===== config.mk =====
export PLATFORM = sky130hd
export DESIGN_NAME = max_heap_priority_queue_flat
export DESIGN_NICKNAME = d
export VERILOG_FILES = /design/src/rtl/mhpq_pkg.sv /design/src/rtl/mhpq_in_if.sv /design/src/rtl/mhpq_out_if.sv /design/src/rtl/max_heap_priority_queue.sv /design/src/flat_wrapper.sv
export SDC_FILE = /design/constraint.sdc
export NUM_CORES = 2
export LEC_CHECK = 0
export ABC_AREA = 1
export BUFFER_PORTS_ARGS = -buffer_cell sky130_fd_sc_hd__buf_4
export CAP_MARGIN = 20
export CORE_ASPECT_RATIO = 1.1
export CORE_MARGIN = 2
export CORE_UTILIZATION = 41
export DETAILED_ROUTE_END_ITERATION = 12
export GPL_ROUTABILITY_DRIVEN = 0
export PLACE_DENSITY_LB_ADDON = 0.08
export SLEW_MARGIN = 5
export SYNTH_ARGS = -nofsm -noshare
export SYNTH_HDL_FRONTEND = slang
export SYNTH_SLANG_ARGS = --single-unit

===== constraint.sdc =====
create_clock -name clk_i -period 9.4 [get_ports clk_i]
set_input_delay 1.88 -clock clk_i [delete_from_list [all_inputs] [get_ports clk_i]]
set_output_delay 1.88 -clock clk_i [all_outputs]
set_load 0.05 [all_outputs]

===== src/rtl/mhpq_pkg.sv =====
// Shared types and constants of the max-heap priority queue.
// No dependencies; used by the interfaces, the top level and the checker.
package mhpq_pkg;

  localparam int MHPQ_CAPACITY = 64;
  localparam int COUNT_W       = 7;
  localparam int VALUE_W       = 32;

  // operation codes
  localparam logic MODE_PUSH = 1'b0;
  localparam logic MODE_POP  = 1'b1;

  // result status codes
  localparam logic [1:0] ST_OK    = 2'd0;
  localparam logic [1:0] ST_FULL  = 2'd1;
  localparam logic [1:0] ST_EMPTY = 2'd2;

  typedef struct packed {
    logic                      mode;
    logic signed [VALUE_W-1:0] value;
  } mhpq_in_t;

  typedef struct packed {
    logic [1:0]                status;
    logic signed [VALUE_W-1:0] removed_value;
    logic signed [VALUE_W-1:0] top_value;
    logic [COUNT_W-1:0]        count;
    logic                      is_empty;
  } mhpq_out_t;

endpackage


===== src/rtl/mhpq_in_if.sv =====
// Input channel of the max-heap priority queue: valid/ready plus one operation.
// Depends on mhpq_pkg.
interface mhpq_in_if import mhpq_pkg::*; ();
  logic     valid;
  logic     ready;
  mhpq_in_t payload;

  modport source (output valid, output payload, input ready);
  modport sink   (input valid, input payload, output ready);
endinterface


===== src/rtl/mhpq_out_if.sv =====
// Result channel of the max-heap priority queue: valid/ready plus one result.
// Depends on mhpq_pkg.
interface mhpq_out_if import mhpq_pkg::*; ();
  logic      valid;
  logic      ready;
  mhpq_out_t payload;

  modport source (output valid, output payload, input ready);
  modport sink   (input valid, input payload, output ready);
endinterface


===== src/rtl/max_heap_priority_queue.sv =====
// Binary max-heap priority queue held in a one-write, two-read synchronous memory.
// Depends on mhpq_pkg, mhpq_in_if and mhpq_out_if.
//
//  channel | dir | transfer moves                         | when
//  --------+-----+----------------------------------------+---------------------------
//  in_i    | in  | mode, value (push or pop)              | valid & ready, idle only
//  out_o   | out | status, removed, top, count, is_empty  | valid & ready, registered
//
// A push climbs one level per compare step, the write of each level overlapping the
// read of the next parent. A pop fetches the last entry, then descends one level per read
// step and compare and write step, and ends with a compare and write step when it stops at
// an entry that still has children. The registered memory read ports set this sequence.
// Refused operations, pushes into an empty queue and pops that empty it go straight to S_DONE.
// Reset clears only control state and the count; the memory needs no clearing.
// A waiting result stalls only the final state (S_DONE) of the next operation.
module max_heap_priority_queue
  import mhpq_pkg::*;
#(
  parameter int CAPACITY = MHPQ_CAPACITY
) (
  input  logic         clk_i,
  input  logic         rst_ni,
  mhpq_in_if.sink      in_i,
  mhpq_out_if.source   out_o
);

  localparam int AW = (CAPACITY > 1) ? $clog2(CAPACITY) : 1;
  localparam int CW = $clog2(CAPACITY + 1);

  // sequencer codes
  localparam logic [2:0] S_IDLE    = 3'd0;
  localparam logic [2:0] S_PU_CMP  = 3'd1;  // sift-up compare against parent
  localparam logic [2:0] S_PU_FIN  = 3'd2;  // drop pushed value into the root
  localparam logic [2:0] S_PD_LAST = 3'd3;  // last entry arrives from memory
  localparam logic [2:0] S_PD_RD   = 3'd4;  // issue child reads
  localparam logic [2:0] S_PD_CMP  = 3'd5;  // pick larger child, move it up
  localparam logic [2:0] S_DONE    = 3'd6;  // hand result to output register

  // heap memory and its registered read ports
  logic signed [VALUE_W-1:0] heap_mem [CAPACITY];
  logic signed [VALUE_W-1:0] rd_a_q, rd_b_q;
  logic [AW-1:0]             raddr_a, raddr_b, waddr;
  logic signed [VALUE_W-1:0] wdata;
  logic                      we;

  logic [2:0]                state_q, state_d;
  logic [CW-1:0]             cnt_q, cnt_d;
  logic [AW-1:0]             pos_q, pos_d;
  logic signed [VALUE_W-1:0] x_q, x_d;        // value travelling through the hole
  logic signed [VALUE_W-1:0] top_q;           // mirror of entry zero
  logic [1:0]                status_q, status_d;
  logic signed [VALUE_W-1:0] removed_q, removed_d;

  logic                      out_valid_q;
  mhpq_out_t                 out_q;
  logic                      out_load;

  // index arithmetic
  logic [AW-1:0]  parent, gparent, in_parent;
  logic [AW:0]    lchild, rchild, n_ext;
  logic           l_in, r_in;
  logic           pick_l, pick_r;
  logic signed [VALUE_W-1:0] best_val;
  logic           accept;

  assign parent    = AW'((pos_q - AW'(1)) >> 1);
  assign gparent   = AW'((parent - AW'(1)) >> 1);
  assign in_parent = AW'((AW'(cnt_q) - AW'(1)) >> 1);
  assign lchild    = {pos_q, 1'b1};
  assign rchild    = lchild + (AW+1)'(1);
  assign n_ext     = (AW+1)'(cnt_q);
  assign l_in      = lchild < n_ext;
  assign r_in      = rchild < n_ext;

  // ties keep the left child, and the parent over either child
  assign pick_l   = l_in && (rd_a_q > x_q);
  assign best_val = pick_l ? rd_a_q : x_q;
  assign pick_r   = r_in && (rd_b_q > best_val);

  assign in_i.ready = (state_q == S_IDLE);
  assign accept     = in_i.valid && in_i.ready;
  assign out_load   = (state_q == S_DONE) && (!out_valid_q || out_o.ready);

  always_comb begin
    state_d   = state_q;
    cnt_d     = cnt_q;
    pos_d     = pos_q;
    x_d       = x_q;
    status_d  = status_q;
    removed_d = removed_q;
    we        = 1'b0;
    waddr     = pos_q;
    wdata     = x_q;
    raddr_a   = parent;
    raddr_b   = rchild[AW-1:0];

    case (state_q)
      S_IDLE: begin
        if (accept) begin
          status_d  = ST_OK;
          removed_d = '0;
          if (in_i.payload.mode == MODE_PUSH) begin
            if (cnt_q == CW'(CAPACITY)) begin
              status_d = ST_FULL;
              state_d  = S_DONE;
            end else if (cnt_q == '0) begin
              we      = 1'b1;
              waddr   = '0;
              wdata   = in_i.payload.value;
              cnt_d   = CW'(1);
              state_d = S_DONE;
            end else begin
              pos_d   = AW'(cnt_q);
              x_d     = in_i.payload.value;
              raddr_a = in_parent;
              cnt_d   = cnt_q + CW'(1);
              state_d = S_PU_CMP;
            end
          end else begin
            if (cnt_q == '0) begin
              status_d = ST_EMPTY;
              state_d  = S_DONE;
            end else begin
              removed_d = top_q;
              cnt_d     = cnt_q - CW'(1);
              raddr_a   = AW'(cnt_q - CW'(1));
              state_d   = (cnt_q == CW'(1)) ? S_DONE : S_PD_LAST;
            end
          end
        end
      end

      S_PU_CMP: begin
        we = 1'b1;
        if (x_q > rd_a_q) begin
          wdata   = rd_a_q;
          pos_d   = parent;
          raddr_a = gparent;
          state_d = (parent == '0) ? S_PU_FIN : S_PU_CMP;
        end else begin
          state_d = S_DONE;
        end
      end

      S_PU_FIN: begin
        we      = 1'b1;
        state_d = S_DONE;
      end

      S_PD_LAST: begin
        x_d     = rd_a_q;
        pos_d   = '0;
        state_d = S_PD_RD;
      end

      S_PD_RD: begin
        if (!l_in) begin
          we      = 1'b1;
          state_d = S_DONE;
        end else begin
          raddr_a = lchild[AW-1:0];
          raddr_b = rchild[AW-1:0];
          state_d = S_PD_CMP;
        end
      end

      S_PD_CMP: begin
        we = 1'b1;
        if (pick_r) begin
          wdata   = rd_b_q;
          pos_d   = rchild[AW-1:0];
          state_d = S_PD_RD;
        end else if (pick_l) begin
          wdata   = rd_a_q;
          pos_d   = lchild[AW-1:0];
          state_d = S_PD_RD;
        end else begin
          state_d = S_DONE;
        end
      end

      S_DONE: begin
        if (out_load) begin
          state_d = S_IDLE;
        end
      end

      default: begin
        state_d = S_IDLE;
      end
    endcase
  end

  // memory: one write port, two registered read ports; no read that the sequencer
  // uses hits the entry written in the same cycle
  always_ff @(posedge clk_i) begin
    if (we) begin
      heap_mem[waddr] <= wdata;
    end
    rd_a_q <= heap_mem[raddr_a];
    rd_b_q <= heap_mem[raddr_b];
  end

  // datapath registers
  always_ff @(posedge clk_i) begin
    pos_q     <= pos_d;
    x_q       <= x_d;
    status_q  <= status_d;
    removed_q <= removed_d;
    if (we && (waddr == '0)) begin
      top_q <= wdata;
    end
    if (out_load) begin
      out_q.status        <= status_q;
      out_q.removed_value <= removed_q;
      out_q.top_value     <= (cnt_q == '0) ? -32'sd1 : top_q;
      out_q.count         <= COUNT_W'(cnt_q);
      out_q.is_empty      <= (cnt_q == '0);
    end
  end

  // control registers
  always_ff @(posedge clk_i or negedge rst_ni) begin
    if (!rst_ni) begin
      state_q     <= S_IDLE;
      cnt_q       <= '0;
      out_valid_q <= 1'b0;
    end else begin
      state_q <= state_d;
      cnt_q   <= cnt_d;
      if (out_load) begin
        out_valid_q <= 1'b1;
      end else if (out_o.ready) begin
        out_valid_q <= 1'b0;
      end
    end
  end

  assign out_o.valid   = out_valid_q;
  assign out_o.payload = out_q;

endmodule


===== src/flat_wrapper.sv =====
// flat-port wrapper written by rule: the top's interface ports become plain ports
module max_heap_priority_queue_flat import mhpq_pkg::*;
#(
  parameter int CAPACITY = MHPQ_CAPACITY
)
  (clk_i, rst_ni, in_i_valid, in_i_payload, in_i_ready, out_o_valid, out_o_payload, out_o_ready);
  mhpq_in_if in_i_i ();
  mhpq_out_if out_o_i ();
  input  logic clk_i;
  input  logic rst_ni;
  input wire logic [$bits(in_i_i.valid)-1:0] in_i_valid;
  input wire logic [$bits(in_i_i.payload)-1:0] in_i_payload;
  output wire logic [$bits(in_i_i.ready)-1:0] in_i_ready;
  output wire logic [$bits(out_o_i.valid)-1:0] out_o_valid;
  output wire logic [$bits(out_o_i.payload)-1:0] out_o_payload;
  input wire logic [$bits(out_o_i.ready)-1:0] out_o_ready;
  assign in_i_i.valid = in_i_valid;
  assign in_i_i.payload = in_i_payload;
  assign in_i_ready = in_i_i.ready;
  assign out_o_valid = out_o_i.valid;
  assign out_o_payload = out_o_i.payload;
  assign out_o_i.ready = out_o_ready;
  max_heap_priority_queue #(.CAPACITY(CAPACITY)) u_core (.clk_i(clk_i), .rst_ni(rst_ni), .in_i(in_i_i), .out_o(out_o_i));
endmodule

After elaboration in Yosys (flattened, before gate mapping). Memories as Yosys holds them, arrays and structs flattened. A register that Yosys moved wholly into a read port is not among the register bits. Cells that the tools add are included.

Register bits: 189. Latch bits: 0. Bits in writable memories: 2048. ROM bits: 0. Input port bits: 37. Output and inout bits: 76. Word-level logic and storage cells: 128. Memories: 1.

Add/sub/neg operators: 6. Multipliers: 0. Divide/modulo/power cells: 0. $lt $le $gt $ge: 5. Eq/ne operators: 17. Shift-type cells: 0. Multiplexer cells: 64. Bitwise logic cells: 1. Reductions and logical operators: 21.

Memory list: u_core.heap_mem (words 64, width 32, read ports 2, clocked after memory_dff 2, wr ports 1, RTL line max_heap_priority_queue.sv:40) `logic signed [VALUE_W-1:0] heap_mem [CAPACITY];`.

Operators by type and width (count): $mux W32 (11); $mux W6 (17); $gt A32 B32 Y1 (3); $pmux W32 S3 (1); $pmux W32 S2 (1); $mux W7 (4); $mux W3 (9); $pmux W6 S4 (1); $pmux W3 S7 (1); $pmux W6 S3 (1); $add A7 B1 Y7 const B (2); $lt A7 B7 Y1 (2); $logic_not A6 Y1 (2); $ne A2 B2 Y1 const B (6); $sub A6 B1 Y6 const B (2); $mux W1 (10); $mux W2 (5); $mux W5 (2); $eq A3 B3 Y1 const B (3); $eq A7 B1 Y1 const B (1); $eq A7 B7 Y1 const B (1); $logic_not A7 Y1 (1); $reduce_and A7 Y1 (1); $sub A7 B1 Y7 const B (1); other kinds (18) (26).

Depth between registers and ports, before layout.
Word-level depth: 8. Gate-level depth with buffers: 36. Gate-level depth less buffers: 35.

Worst setup path after synthesis. No wires, ideal clock.

Kind: register to register. Start: register u_core.pos_q[0]. End: memory u_core.heap_mem[0][10], data pin. Library setup time: 0.705 ns. Arrival: 6.096 ns. Required time: 8.695 ns. Setup slack: 2.600 ns. Stages on the path, launching flop included: 30. Path buffers: 8. Period minus slack after synthesis: 6.800 ns. Path through: edfxtp_1 -> inv_1 -> clkbuf_1 -> clkbuf_1 -> clkbuf_1 -> clkbuf_1 -> ha_1 -> nor2_1 -> o2111ai_1 -> nand3_1 -> nor2_1 -> clkbuf_1 -> clkbuf_1 -> nand2_1 -> o21ai_0 -> ha_1 -> a21o_1 -> a31oi_1 -> o221ai_1 -> nand2_1 -> o211ai_1 -> nand2_1 -> nand2_1 -> xor2_1 -> nor2_1 -> clkbuf_1 -> clkbuf_1 -> nand2_1 -> nand3_1 -> o2111ai_1.

Longest elaborated chain between the ends: 7. Elaborated cells on any way between the ends: 9. Classes of those cells: add/sub (1); order compare (3); mux (3); reduce/logical (2).

RTL lines: from (decl) (RTL line max_heap_priority_queue.sv:48) `logic [AW-1:0] pos_q, pos_d;`; from (signal assigned) (RTL line max_heap_priority_queue.sv:206) `pos_q <= pos_d;`; $lt A7 B7 Y1 (RTL line max_heap_priority_queue.sv:72) `assign l_in = lchild < n_ext;`; $logic_and A1 B1 Y1 (RTL line max_heap_priority_queue.sv:76) `assign pick_l = l_in && (rd_a_q > x_q);`; $mux W32 (RTL line max_heap_priority_queue.sv:77, max_heap_priority_queue.sv:173); $gt A32 B32 Y1 (RTL line max_heap_priority_queue.sv:78) `assign pick_r = r_in && (rd_b_q > best_val);`; $logic_and A1 B1 Y1 (RTL line max_heap_priority_queue.sv:78); $mux W32 (*) (RTL line max_heap_priority_queue.sv:169) `if (pick_r) begin`; $pmux W32 S3 (*) (RTL line max_heap_priority_queue.sv:97) `case (state_q)`; net u_core.wdata[10] (RTL line max_heap_priority_queue.sv:43) `logic signed [VALUE_W-1:0] wdata;`; to (decl) (RTL line max_heap_priority_queue.sv:40).

The timed path passes the listed nets; every way through them passes the cells marked *.

Final worst setup path.
Start: register u_core.x_q[31]. End: memory u_core.heap_mem[33][30], data pin.

Longest elaborated chain between the ends: 7. Elaborated cells on any way between the ends: 9. Classes of those cells: order compare (3); mux (4); reduce/logical (2).

RTL lines: from (decl) (RTL line max_heap_priority_queue.sv:49) `logic signed [VALUE_W-1:0] x_q, x_d;`; from (signal assigned) (RTL line max_heap_priority_queue.sv:207) `x_q <= x_d;`; $gt A32 B32 Y1 (RTL line max_heap_priority_queue.sv:76); $logic_and A1 B1 Y1 (RTL line max_heap_priority_queue.sv:76); $mux W32 (RTL line max_heap_priority_queue.sv:77, max_heap_priority_queue.sv:173); $gt A32 B32 Y1 (RTL line max_heap_priority_queue.sv:78); $logic_and A1 B1 Y1 (RTL line max_heap_priority_queue.sv:78); $mux W32 (RTL line max_heap_priority_queue.sv:169); $pmux W32 S3 (*) (RTL line max_heap_priority_queue.sv:97); net u_core.wdata[30] (RTL line max_heap_priority_queue.sv:43).

Marked as above.

==> reports/qor.tcl <==
set qor(globalRouteOverflowTotal) 0
set qor(filler_cell_count_in_the_final_layout) 24600
set qor(areaGrowthSynthToFinish_pct) 12.2
set qor(category_of_the_worst_setup_path_launch_point) {flip-flop}
set qor(numCtsBuffers) 248
set qor(clock_latency_on_the_worst_skew_pair_ps) 940
set qor(number_of_cells_on_the_worst_reg_to_reg_path) 27
set qor(outcome) {finished clean}
set qor(dp_hpwl_mm) 248
set qor(critical_path.most_common_cell) {sky130_fd_sc_hd__nand2_1}
set qor(yosysWarnings) 0
set qor(synth_top_flop_cell) {sky130_fd_sc_hd__edfxtp_1}
set qor(utilization_pct) 46.3
set qor(io-pin-count) 113
set qor(root_driver) {sky130_fd_sc_hd__clkbuf_16}
set qor(grt_max_degree) 175
set qor(cts_hold_buffers) 0
set qor(floorplan.initialDensity_pct) 41.2
set qor(ctsLongestPathBuffers) 4
set qor(synth_cell_type_count) 54
set qor(core_area_um2) 262000
set qor(design.die.area_um2) 267000
set qor(route.antenna.remaining_nets) 0
set qor(number_of_vias_per_cell) 6.14
set qor(number_of_enable_flip_flop_cells_after_synthesis) 2226
set qor(synth_seq_cells) 2301
set qor(setup_viol_count_final) 0
set qor(hold_path.class) {reg -> reg}
set qor(mappedNetlistArea_um2) 108000
set qor(post-route-drc-count) 0
set qor(synth_async_sr_flop_share_pct) 0.478
set qor(multi_input_area_um2) 35700
set qor(postSynthCellCount) 11000
set qor(critical_path_class) {reg -> reg}
set qor(cp.arrival_ps) 7810
set qor(rows) 197
set qor(clkSinkCount) 2301
set qor(number_of_antenna_violations_at_the_first_check_in_global_routing) 26
set qor(layout.cell_area.non_filler_um2) 121000
set qor(port-buffer-count) 112
set qor(slowest_stage_cell_on_the_critical_path) {sky130_fd_sc_hd__inv_2}
set qor(grt_pass1_vias) 82700
set qor(drv_slew) 0
set qor(avg_synthesized_cell_area_um2) 9.77
set qor(setup_total_negative_slack_ps) 0
set qor(die_h_um) 542
set qor(drt_pass1_iterations) 6
set qor(tightestPinTransition_ps) 1170
set qor(wire_length_of_the_first_global_routing_pass_mm) 641
set qor(worst_setup_hold_path_clk_slew_ps) 60
set qor(final.min_clock_period_ps) 7210
set qor(timing.max_cap.violations) 0
set qor(fmaxAchievable_mhz) 139
set qor(drtIter0Drc) 13400
set qor(clock_tree.htree_level_count) 4
set qor(layout-drive-gt1-share_pct) 7.99
set qor(finalWirelength_mm) 461
set qor(timing.critical_path.required_ps) 10010
set qor(critical_path.endpoint_type) {flip-flop}
set qor(finalCritPeriodShare_pct) 76.7
set qor(placed_cell_area_um2) 113000
set qor(grt_use_total_pct) 33.6
set qor(cts_setup_buffers) 0
set qor(cts.repair.resized) 0
set qor(final-seq-area_um2) 68400
set qor(finClkSkew_ps) 60.6
set qor(max_stage_delay_ps) 730
set qor(tritoncts) {yes}
set qor(slew-limit-headroom_pct) 21.1
set qor(routed_wire_length_per_instance_um) 31.7
set qor(finalHoldWorstSlack_ps) 414
set qor(nets) 11000
set qor(grt_setup_unrepaired) {false}
set qor(path_max_fanout) 49
set qor(die-width_um) 493
set qor(hold_violations) 0
set qor(synth.yosys.seq_area_share_pct) 63.4
set qor(syn-num-nets) 11200
set qor(whs_path_depth) 0
set qor(vias) 89300
## synthesized netlist by cell type, types with 5 or more instances
| cell | instances | share of area, % |
|---|---|---|
| sky130_fd_sc_hd__o22ai_1 | 147 | 0.85 |
| sky130_fd_sc_hd__nand3_1 | 1915 | 8.9 |
| sky130_fd_sc_hd__o221ai_1 | 15 | 0.12 |
| sky130_fd_sc_hd__clkbuf_1 | 418 | 1.5 |
| sky130_fd_sc_hd__xor2_1 | 13 | 0.11 |
| sky130_fd_sc_hd__o21ai_0 | 839 | 3.9 |
| sky130_fd_sc_hd__buf_4 | 43 | 0.30 |
| sky130_fd_sc_hd__o211ai_1 | 82 | 0.57 |
| sky130_fd_sc_hd__inv_1 | 328 | 1.1 |
| sky130_fd_sc_hd__dfrtp_1 | 11 | 0.25 |
| sky130_fd_sc_hd__buf_1 | 75 | 0.26 |
| sky130_fd_sc_hd__ha_1 | 82 | 0.95 |
| sky130_fd_sc_hd__a31oi_1 | 34 | 0.20 |
| sky130_fd_sc_hd__edfxtp_1 | 2226 | 62 |
| sky130_fd_sc_hd__buf_2 | 264 | 1.2 |
| sky130_fd_sc_hd__a32oi_1 | 33 | 0.27 |
| sky130_fd_sc_hd__o2111ai_1 | 35 | 0.28 |
| sky130_fd_sc_hd__a21oi_1 | 220 | 1.0 |
| sky130_fd_sc_hd__dfxtp_1 | 64 | 1.2 |
| sky130_fd_sc_hd__o21ai_1 | 37 | 0.17 |
| sky130_fd_sc_hd__nand4_1 | 16 | 0.093 |
| sky130_fd_sc_hd__nand2_1 | 3366 | 12 |
| sky130_fd_sc_hd__inv_2 | 5 | 0.017 |
| sky130_fd_sc_hd__buf_6 | 22 | 0.23 |
| sky130_fd_sc_hd__nor3_1 | 10 | 0.046 |
| sky130_fd_sc_hd__nor2_1 | 697 | 2.4 |
## layout by cell type (no fill, tap or decap), types with 34 or more instances in the layout
| cell type | instances |
|---|---|
| sky130_fd_sc_hd__nand2_1 | 3362 |
| sky130_fd_sc_hd__a21oi_1 | 218 |
| sky130_fd_sc_hd__o21ai_1 | 38 |
| sky130_fd_sc_hd__a31oi_1 | 34 |
| sky130_fd_sc_hd__clkinv_1 | 45 |
| sky130_fd_sc_hd__inv_1 | 322 |
| sky130_fd_sc_hd__buf_12 | 40 |
| sky130_fd_sc_hd__nand3_1 | 1913 |
| sky130_fd_sc_hd__o21ai_0 | 838 |
| sky130_fd_sc_hd__ha_1 | 81 |
| sky130_fd_sc_hd__o211ai_1 | 82 |
| sky130_fd_sc_hd__o22ai_1 | 147 |
| sky130_fd_sc_hd__edfxtp_1 | 2226 |
| sky130_fd_sc_hd__nor2_1 | 627 |
| sky130_fd_sc_hd__dfxtp_1 | 64 |
| sky130_fd_sc_hd__clkbuf_1 | 50 |
| sky130_fd_sc_hd__buf_4 | 334 |
| sky130_fd_sc_hd__clkinv_2 | 57 |
| sky130_fd_sc_hd__clkbuf_16 | 253 |
| sky130_fd_sc_hd__nor2_4 | 70 |
## sequential cells by signal (all words and copies together), names as in the netlist, 3 cells and up
signal and cells:
u_core.removed_q 32, u_core.top_q 32, u_core.pos_q 6, u_core.cnt_q 7, u_core.out_o.payload 74, u_core.x_q 32, u_core.state_q 3, u_core.rd_a_q 32
u_core.rd_b_q 32, u_core.heap_mem 2048
## worst max-delay path, delay by kind of cell (launching register included)
family | cells | cell delay [ps]
buffers and inverters | 4 | 1820
adders and majority gates | 2 | 800
xor gates and xnor gates | 1 | 170
DFF | 1 | 440
AOI/OAI and AO/OA | 6 | 1520
and+or+nand+nor | 14 | 2070
## layout make-up
cell class                 instances  share of cell area [%]
sequential                      2301                    56.5
multi-input combinational       7587                    29.5
clock buffer                     316                    5.53
tap                             3482                    3.60
timing repair buffer             379                    2.79
inverter                         335                    1.07
clock inverter                   135                   0.987
antenna                            9                  0.0186
## kinds of logic (layout without fill, tap and decap cells)
logic type	after synthesis	count (layout)	share of synthesized area (%)
and+or+nand+nor	6030	6030	23.4
xor gates and xnor gates	16	16	0.130
AOI/OAI and AO/OA	1458	1458	7.50
other	0	9	0
muxes	1	1	0.0104
buffers and inverters	1160	1165	4.68
adders and majority gates	82	82	0.950
DFF	2301	2301	63.4
## metrics by stage
| step | setup WS (ps) | instances |
|---|---|---|
| global route | 1970 | 14500 |
| floorplan | 2600 | 11000 |
| CTS | 2270 | 14500 |
| global placement | 2170 | 14100 |
| detailed placement | 2280 | 14100 |
| finish | 2190 | 14500 |
## worst paths after layout
| check | slack, ps | start | end |
|---|---|---|---|
| max | 2190 | u_core.x_q[31]$_DFFE_PP_ | u_core.heap_mem[33][30]$_DFFE_PP_ |
| max in group asynchronous | 8410 | rst_ni | u_core.cnt_q[3]$_DFFE_PN0P_ |
| min in group asynchronous | 800 | rst_ni | u_core.cnt_q[0]$_DFFE_PN0P_ |
| min | 410 | u_core.removed_q[31]$_SDFFCE_PP0P_ | u_core.out_o.payload[71]$_DFFE_PP_ |
| max reg2reg | 2190 | u_core.x_q[31]$_DFFE_PP_ | u_core.heap_mem[33][30]$_DFFE_PP_ |
| min reg2reg | 410 | u_core.removed_q[31]$_SDFFCE_PP0P_ | u_core.out_o.payload[71]$_DFFE_PP_ |
## per-layer routing
| layer | track usage [%] | up-vias | part of all wire [%] |
|---|---|---|---|
| li1 | - | 38200 | - |
| met1 | 46.5 | 44100 | 40 |
| met2 | 50.2 | 5930 | 43 |
| met3 | 7.08 | 1126 | 11 |
| met4 | 16.0 | 10 | 5.4 |
| met5 | 0 | - | 0.013 |
Power is left out: the tool's default activity adds up to more than one toggle a clock period on the data nets, which glitch-free logic cannot reach.
